### config.mk
export PLATFORM = sky130hd
export DESIGN_NAME = aircon_ir_frame_builder
export DESIGN_NICKNAME = d
export VERILOG_FILES = /design/src/hdl/acfb_pkg.sv /design/src/hdl/aircon_ir_frame_builder.sv /design/src/hdl/acfb_cmd_check.sv /design/src/hdl/acfb_byte_seq.sv
export SDC_FILE = /design/constraint.sdc
export NUM_CORES = 1
export LEC_CHECK = 0
export BUFFER_PORTS_ARGS = -buffer_cell sky130_fd_sc_hd__buf_2
export CAP_MARGIN = 20
export CORE_UTILIZATION = 50
export DETAILED_ROUTE_END_ITERATION = 10
export GPL_TIMING_DRIVEN = 0
export MAX_ROUTING_LAYER = met4
export PLACE_DENSITY = 0.72
export SYNTH_ARGS = -nofsm -noshare
export SYNTH_HDL_FRONTEND = slang
export SYNTH_HIERARCHICAL = 1
export SYNTH_SLANG_ARGS = --single-unit
### constraint.sdc
create_clock -name aclk -period 8.4 [get_ports aclk]
set_input_delay 0.84 -clock aclk [delete_from_list [all_inputs] [get_ports aclk]]
set_output_delay 0.84 -clock aclk [all_outputs]
set_load 0.02 [all_outputs]
### src/hdl/acfb_pkg.sv
// shared types, frame templates and byte functions for the ir frame builder
package acfb_pkg;

    localparam int FRAME_LEN = 13;
    localparam logic [3:0] LAST_POS = 4'(FRAME_LEN - 1);
    localparam logic [3:0] TEMP_POS = 4'd4;
    localparam logic [3:0] POWER_POS = 4'd5;
    localparam logic [3:0] FAN_POS = 4'd6;

    localparam logic [7:0] POWER_MAX = 8'd1;
    localparam logic [7:0] MODE_MAX = 8'd1;
    localparam logic [7:0] FAN_MAX = 8'd3;
    localparam logic [7:0] TEMP_MIN = 8'd16;
    localparam logic [7:0] TEMP_MAX = 8'd30;
    localparam logic [7:0] TEMP_BIAS = 8'd17;
    localparam logic [7:0] OFF_BYTE5 = 8'h21;

    localparam logic [1:0] WARM_FAN = 2'd3;
    localparam logic [7:0] WARM_TEMP = 8'd20;

    localparam logic [7:0] BASE_FRAME [0:FRAME_LEN-1] = '{
        8'hAA, 8'h5A, 8'hCF, 8'h10, 8'h00, 8'h11, 8'h21,
        8'h0E, 8'h08, 8'h80, 8'h04, 8'hF0, 8'h01};
    localparam logic [7:0] TEN_FRAME [0:FRAME_LEN-1] = '{
        8'hAA, 8'h5A, 8'hCF, 8'h10, 8'h00, 8'h31, 8'h71,
        8'h0B, 8'h08, 8'h80, 8'h05, 8'hF0, 8'h91};
    localparam logic [7:0] FAN_CODES [0:3] = '{8'h21, 8'h31, 8'h51, 8'h71};

    typedef enum logic [1:0] {
        KIND_NORMAL = 2'd0,
        KIND_WARM   = 2'd1,
        KIND_TEN    = 2'd2
    } frame_kind_t;

    typedef struct packed {
        logic [7:0] power_request;
        logic [7:0] ten_degree_mode;
        logic [7:0] fan_level;
        logic [7:0] target_temperature;
    } cmd_beat_t;

    typedef struct packed {
        logic [7:0]  frame_byte;
        logic [3:0]  byte_position;
        frame_kind_t frame_kind;
        logic        rejected;
        logic        last_of_run;
    } frame_beat_t;

    // checked and narrowed command
    typedef struct packed {
        logic       ok;
        logic       ten;
        logic       on;
        logic [1:0] fan;
        logic [7:0] temp;
    } cmd_info_t;

    // template byte with the command fields applied, checksum nibble not yet merged
    function automatic logic [7:0] frame_byte(input logic ten, input logic on,
                                              input logic [1:0] fan,
                                              input logic [7:0] temp,
                                              input logic [3:0] idx);
        logic [7:0] b;
        b = 8'h00;
        if (idx <= LAST_POS) begin
            b = ten ? TEN_FRAME[idx] : BASE_FRAME[idx];
            if (!ten) begin
                if (!on && idx == POWER_POS) begin
                    b = OFF_BYTE5;
                end
                if (on && idx == TEMP_POS) begin
                    b = temp - TEMP_BIAS;
                end
                if (on && idx == FAN_POS) begin
                    b = FAN_CODES[fan];
                end
            end
        end
        return b;
    endfunction

    // xor of bytes 0..11 and the low nibble of byte 12, folded to a nibble
    function automatic logic [3:0] frame_csum(input logic ten, input logic on,
                                              input logic [1:0] fan,
                                              input logic [7:0] temp);
        logic [7:0] c;
        c = frame_byte(ten, on, fan, temp, LAST_POS) & 8'h0F;
        for (int i = 0; i < FRAME_LEN - 1; i++) begin
            c = c ^ frame_byte(ten, on, fan, temp, 4'(i));
        end
        return c[7:4] ^ c[3:0];
    endfunction

endpackage

### src/hdl/aircon_ir_frame_builder.sv
// top level of the air-conditioner ir frame builder
//
//   channel | direction | handshake          | beat payload
//   s_      | in        | s_valid / s_ready  | cmd_beat_t: power, mode, fan, temperature
//   m_      | out       | m_valid / m_ready  | frame_beat_t: one frame byte with tags
//
// one result beat per cycle while m_ready is high: a rejected command gives one beat, a
// normal command one frame and a ten-degree command a warm-up frame then the fixed frame
// the next command is taken into the input register while the final byte of the
// previous one is still being loaded or waiting in the output register
// aresetn clears the valid flags and the byte counter; data registers are not reset
// a stalled m_ready holds the output register and the byte counter in place
module aircon_ir_frame_builder
    import acfb_pkg::*;
(
    input  logic        aclk,
    input  logic        aresetn,
    input  logic        s_valid,
    output logic        s_ready,
    input  cmd_beat_t   s_data,
    output logic        m_valid,
    input  logic        m_ready,
    output frame_beat_t m_data
);

    logic      cmd_valid_reg, cmd_valid_next;
    cmd_beat_t cmd_reg, cmd_next;
    cmd_info_t info;
    logic      info_done;

    assign s_ready = !cmd_valid_reg || info_done;

    always_comb begin
        cmd_next       = cmd_reg;
        cmd_valid_next = cmd_valid_reg && !info_done;
        if (s_valid && s_ready) begin
            cmd_next       = s_data;
            cmd_valid_next = 1'b1;
        end
    end

    always_ff @(posedge aclk) begin
        if (!aresetn) begin
            cmd_valid_reg <= 1'b0;
        end else begin
            cmd_valid_reg <= cmd_valid_next;
        end
        cmd_reg <= cmd_next;
    end

    acfb_cmd_check u_check (
        .cmd  (cmd_reg),
        .info (info)
    );

    acfb_byte_seq u_seq (
        .aclk       (aclk),
        .aresetn    (aresetn),
        .info_valid (cmd_valid_reg),
        .info       (info),
        .info_done  (info_done),
        .m_valid    (m_valid),
        .m_ready    (m_ready),
        .m_data     (m_data)
    );

endmodule

### src/hdl/acfb_cmd_check.sv
// range check of one command and narrowing of its fields
module acfb_cmd_check
    import acfb_pkg::*;
(
    input  cmd_beat_t cmd,
    output cmd_info_t info
);

    always_comb begin
        info.ok   = (cmd.power_request <= POWER_MAX) && (cmd.ten_degree_mode <= MODE_MAX)
                 && (cmd.fan_level <= FAN_MAX)
                 && (cmd.target_temperature >= TEMP_MIN)
                 && (cmd.target_temperature <= TEMP_MAX);
        info.ten  = cmd.ten_degree_mode[0];
        info.on   = cmd.power_request[0];
        info.fan  = cmd.fan_level[1:0];
        info.temp = cmd.target_temperature;
    end

endmodule

### src/hdl/acfb_byte_seq.sv
// walks the frame bytes of one command into the output register
module acfb_byte_seq
    import acfb_pkg::*;
(
    input  logic        aclk,
    input  logic        aresetn,
    input  logic        info_valid,
    input  cmd_info_t   info,
    output logic        info_done,
    output logic        m_valid,
    input  logic        m_ready,
    output frame_beat_t m_data
);

    logic [3:0]  pos_reg, pos_next;
    logic        second_reg, second_next;
    logic        m_valid_reg, m_valid_next;
    frame_beat_t m_data_reg, m_data_next;

    logic        advance;
    logic        is_last;
    logic        use_ten;
    logic        eff_on;
    logic [1:0]  eff_fan;
    logic [7:0]  eff_temp;
    logic [7:0]  cur_byte;
    frame_kind_t cur_kind;

    assign advance = info_valid && (!m_valid_reg || m_ready);

    always_comb begin
        // ten-degree commands: warm-up frame first, then the fixed frame
        use_ten  = info.ten && second_reg;
        eff_on   = info.ten ? 1'b1 : info.on;
        eff_fan  = info.ten ? WARM_FAN : info.fan;
        eff_temp = info.ten ? WARM_TEMP : info.temp;
        if (!info.ten) begin
            cur_kind = KIND_NORMAL;
        end else if (second_reg) begin
            cur_kind = KIND_TEN;
        end else begin
            cur_kind = KIND_WARM;
        end
        cur_byte = frame_byte(use_ten, eff_on, eff_fan, eff_temp, pos_reg);
        if (pos_reg == LAST_POS) begin
            cur_byte = cur_byte | {frame_csum(use_ten, eff_on, eff_fan, eff_temp), 4'h0};
        end
        is_last = !info.ok || (pos_reg == LAST_POS && (!info.ten || second_reg));
    end

    always_comb begin
        pos_next     = pos_reg;
        second_next  = second_reg;
        m_data_next  = m_data_reg;
        m_valid_next = m_valid_reg && !m_ready;
        if (advance) begin
            m_valid_next = 1'b1;
            if (!info.ok) begin
                m_data_next.frame_byte    = 8'h00;
                m_data_next.byte_position = 4'd0;
                m_data_next.frame_kind    = KIND_NORMAL;
                m_data_next.rejected      = 1'b1;
            end else begin
                m_data_next.frame_byte    = cur_byte;
                m_data_next.byte_position = pos_reg;
                m_data_next.frame_kind    = cur_kind;
                m_data_next.rejected      = 1'b0;
            end
            m_data_next.last_of_run = is_last;
            if (is_last) begin
                pos_next    = 4'd0;
                second_next = 1'b0;
            end else if (pos_reg == LAST_POS) begin
                pos_next    = 4'd0;
                second_next = 1'b1;
            end else begin
                pos_next = pos_reg + 4'd1;
            end
        end
    end

    always_ff @(posedge aclk) begin
        if (!aresetn) begin
            pos_reg     <= 4'd0;
            second_reg  <= 1'b0;
            m_valid_reg <= 1'b0;
        end else begin
            pos_reg     <= pos_next;
            second_reg  <= second_next;
            m_valid_reg <= m_valid_next;
        end
        m_data_reg <= m_data_next;
    end

    assign info_done = advance && is_last;
    assign m_valid   = m_valid_reg;
    assign m_data    = m_data_reg;

endmodule

==> qor.yml <==
status: "finished clean"
cp_cell_sequence: "nor4_1, nand3_1, nor2_1, clkinv_1, a21oi_1, nor3_1, nand2b_4, buf_2"
setup.worst_path.class: "reg2out"
arrival_ps: 2670
timing.final.crit_period_ps: 3510
required_ps: 7560
ios: 54
grt_pass1_wl_mm: 9.68
comb_power_share_pct: 12.0
grt_start_max_net_pins: 33
drt_first_pass_iters: 5
drv_cap: 0
crit_path_start_kind: "flip-flop"
async_flop_share_pct: 0
max-slew-margin-rel_pct: 55.3
worstMarginPinSlew_ps: 663
vias: 2245
syn_avg_cell_area_um2: 11.2
ys_top_cells_by_count: "edfxtp_1 (48), nor2_1 (19), nand2_1 (15)"
p_int_uw: 399
drt-total-wl_mm: 5.80
yosys-top-cells-area: "edfxtp_1 (48%), dfxtp_1 (4.7%), ha_1 (4.2%), buf_4 (3.0%), nor2b_1 (2.7%)"
detail-route-antenna-nets: 0
vdd_drop_max_v: 0.000122
cts_buffers: 5
p_leak_uw: 0.00122
critPathSlowestCell: "a21oi_1"
synth_cells: 269
seqPwrFrac_pct: 60.5
initial_core_util_pct: 53.2
setup_tns_ps: 0
final-setup-viol-count: 0
nets: 375
synth-main-ff-cell: "edfxtp_1"
fp.dieW_um: 79.5
routedWlPerCell_um: 14.4
cts_setup_buffers: 0
port_buffers: 53
vias_per_cell: 5.58
clkPwrFrac_pct: 27.5
die_h_um: 79.5
finClkSkew_ps: 8.53
end_kind: "output pin"
met3_length_um: 395
power_switching_uw: 127
path_delay_family: "simple AND/OR/NAND/NOR gates"
rsz0062_at_grt: "false"
clockRootBuffer: "clkbuf_8"
cts_tree: "done"
powerDensity_nw_per_um2: 153
ys_seq_elements: 55
largest_reg_flops: 32
post-route-drc-count: 0
layout-drive-gt1-share_pct: 26.7
cts.clk_slew.worst_paths_ps: 100
die_area_um2: 6310
ys_types: 59
cts.path.max_buffers: 2
gp_congestion: 0.938
synth_edf_count: 48
max_stage_delay_ps: 490
finish.utilization_pct: 61.1
hpwl_mm: 4.32
p_sw_share_pct: 24.1
synth.most_common_cell: "edfxtp_1"
wl_met2_mm: 2.71
clk_latency_ps: 310
hold_violations: 0
track_usage_pct: 20.4
nFillCells: 469
finalCritPeriodShare_pct: 41.8
synth.largest_area_cell: "edfxtp_1"
critPathBufInv: 2
drtIter0Drc: 251
clock_sinks: 55
multi_input_area_um2: 1230
core_area_um2: 5640
cts_hold_buf: 0
htree_num_levels: 2
hold_slack_ps: 516
met1_length_mm: 2.57
synth_top_area_share_pct: 48.0
regArea_um2: 1580
antenna_found_initial: 0
syn_to_final_growth_pct: 14.8
hold_path.class: "reg2reg"
rows: 27
netlist_area_um2: 3000
grt_pass1_vias: 2137
cts_resized: 0
num_antenna_cells: 0
ys_seq_area_share_pct: 52.7
synth_nets: 315
timing.fmax_ghz: 0.285
slew_viol_final: 0
top_layer_used: "met4"
cp_max_fo: 9
yosys_warnings: 6
gr-total-overflow: 0
## layer usage
metal / up-vias / global-route usage, %
li1: 1116 / -
met1: 1010 / 26.6
met2: 109 / 32.3
met3: 10 / 4.00
met4: 0 / 6.18
met5: - / -
## worst reg2reg max path: stages, from the launching register on
cell	delay, ps
edfxtp_1	330
buf_4	120
clkbuf_1	330
inv_1	110
clkbuf_1	270
nand2_1	140
ha_1	150
clkbuf_1	290
or3b_2	510
a211oi_1	350
a311oi_1	90
o211ai_1	190
a31oi_1	120
## cells in the final DEF (no fill, tap or decap), types with 3 or more instances in the layout
cell type	n
ha_1	10
o21ai_0	8
nor3_1	8
nand2_1	15
nand3_1	4
a2111oi_0	3
o31ai_1	3
mux2i_1	7
nand4_1	6
dfxtp_1	7
edfxtp_1	48
buf_4	12
nor2b_1	13
inv_1	11
buf_2	53
xnor2_1	3
nand2b_1	3
clkbuf_8	5
o22ai_1	5
xor2_1	3
nor2_1	19
clkbuf_1	13
a21oi_1	12
a211o_1	3
and2_1	4
nor4_2	3
nor4_1	3
a311oi_1	3
## layout make-up
cell class              count  area share [%]
repair buffers             53            7.70
inverters                  12            1.31
flip-flops and latches     55            45.9
clock inverters             2           0.472
well taps                  72            2.62
multi-input cells         177            35.6
plain buffers              25            4.25
clock buffers               6            2.11
## path summary, 6_finish.rpt
path | to | slack (ps) | from | cells after the start
setup / recovery | s_ready | 4890 | cmd_reg[10] | 8
hold / removal | u_seq/m_valid | 520 | u_seq/m_valid | 2
setup reg to reg | u_seq/m_data[14] | 5120 | cmd_reg[16] | 12
hold reg to reg | u_seq/m_valid | 520 | u_seq/m_valid | 2
## logic make-up after synthesis
family,count (synthesis),share of synthesized area [%]
muxes,8,2.71
adders and majority gates,10,4.17
buffers and inverters,37,6.38
AOI/OAI and AO/OA,62,14.9
and+or+nand+nor,91,17.4
xor gates and xnor gates,6,1.75
DFF,55,52.7
## through the flow
step	area [µm²]	worst slack (ps)	std cells	power, µW
after CTS	3440	4850	402	531
after global routing	3440	4620	402	548
after global placement	3360	5170	394	386
after detailed placement	3360	5150	394	388
final	3440	4890	402	526
after floorplan	3000	5640	269	367
## power by group through the flow
stage	sequential, µW	clock (µW)	combinational, µW
3_5_place_dp	325	0	62.9
4_1_cts	319	150	63.1
6_report	318	145	63.2
5_1_grt	320	158	69.7
2_1_floorplan	330	0	36.9
3_3_place_gp	324	0	62.0
Power figures use the tool's default switching activity.
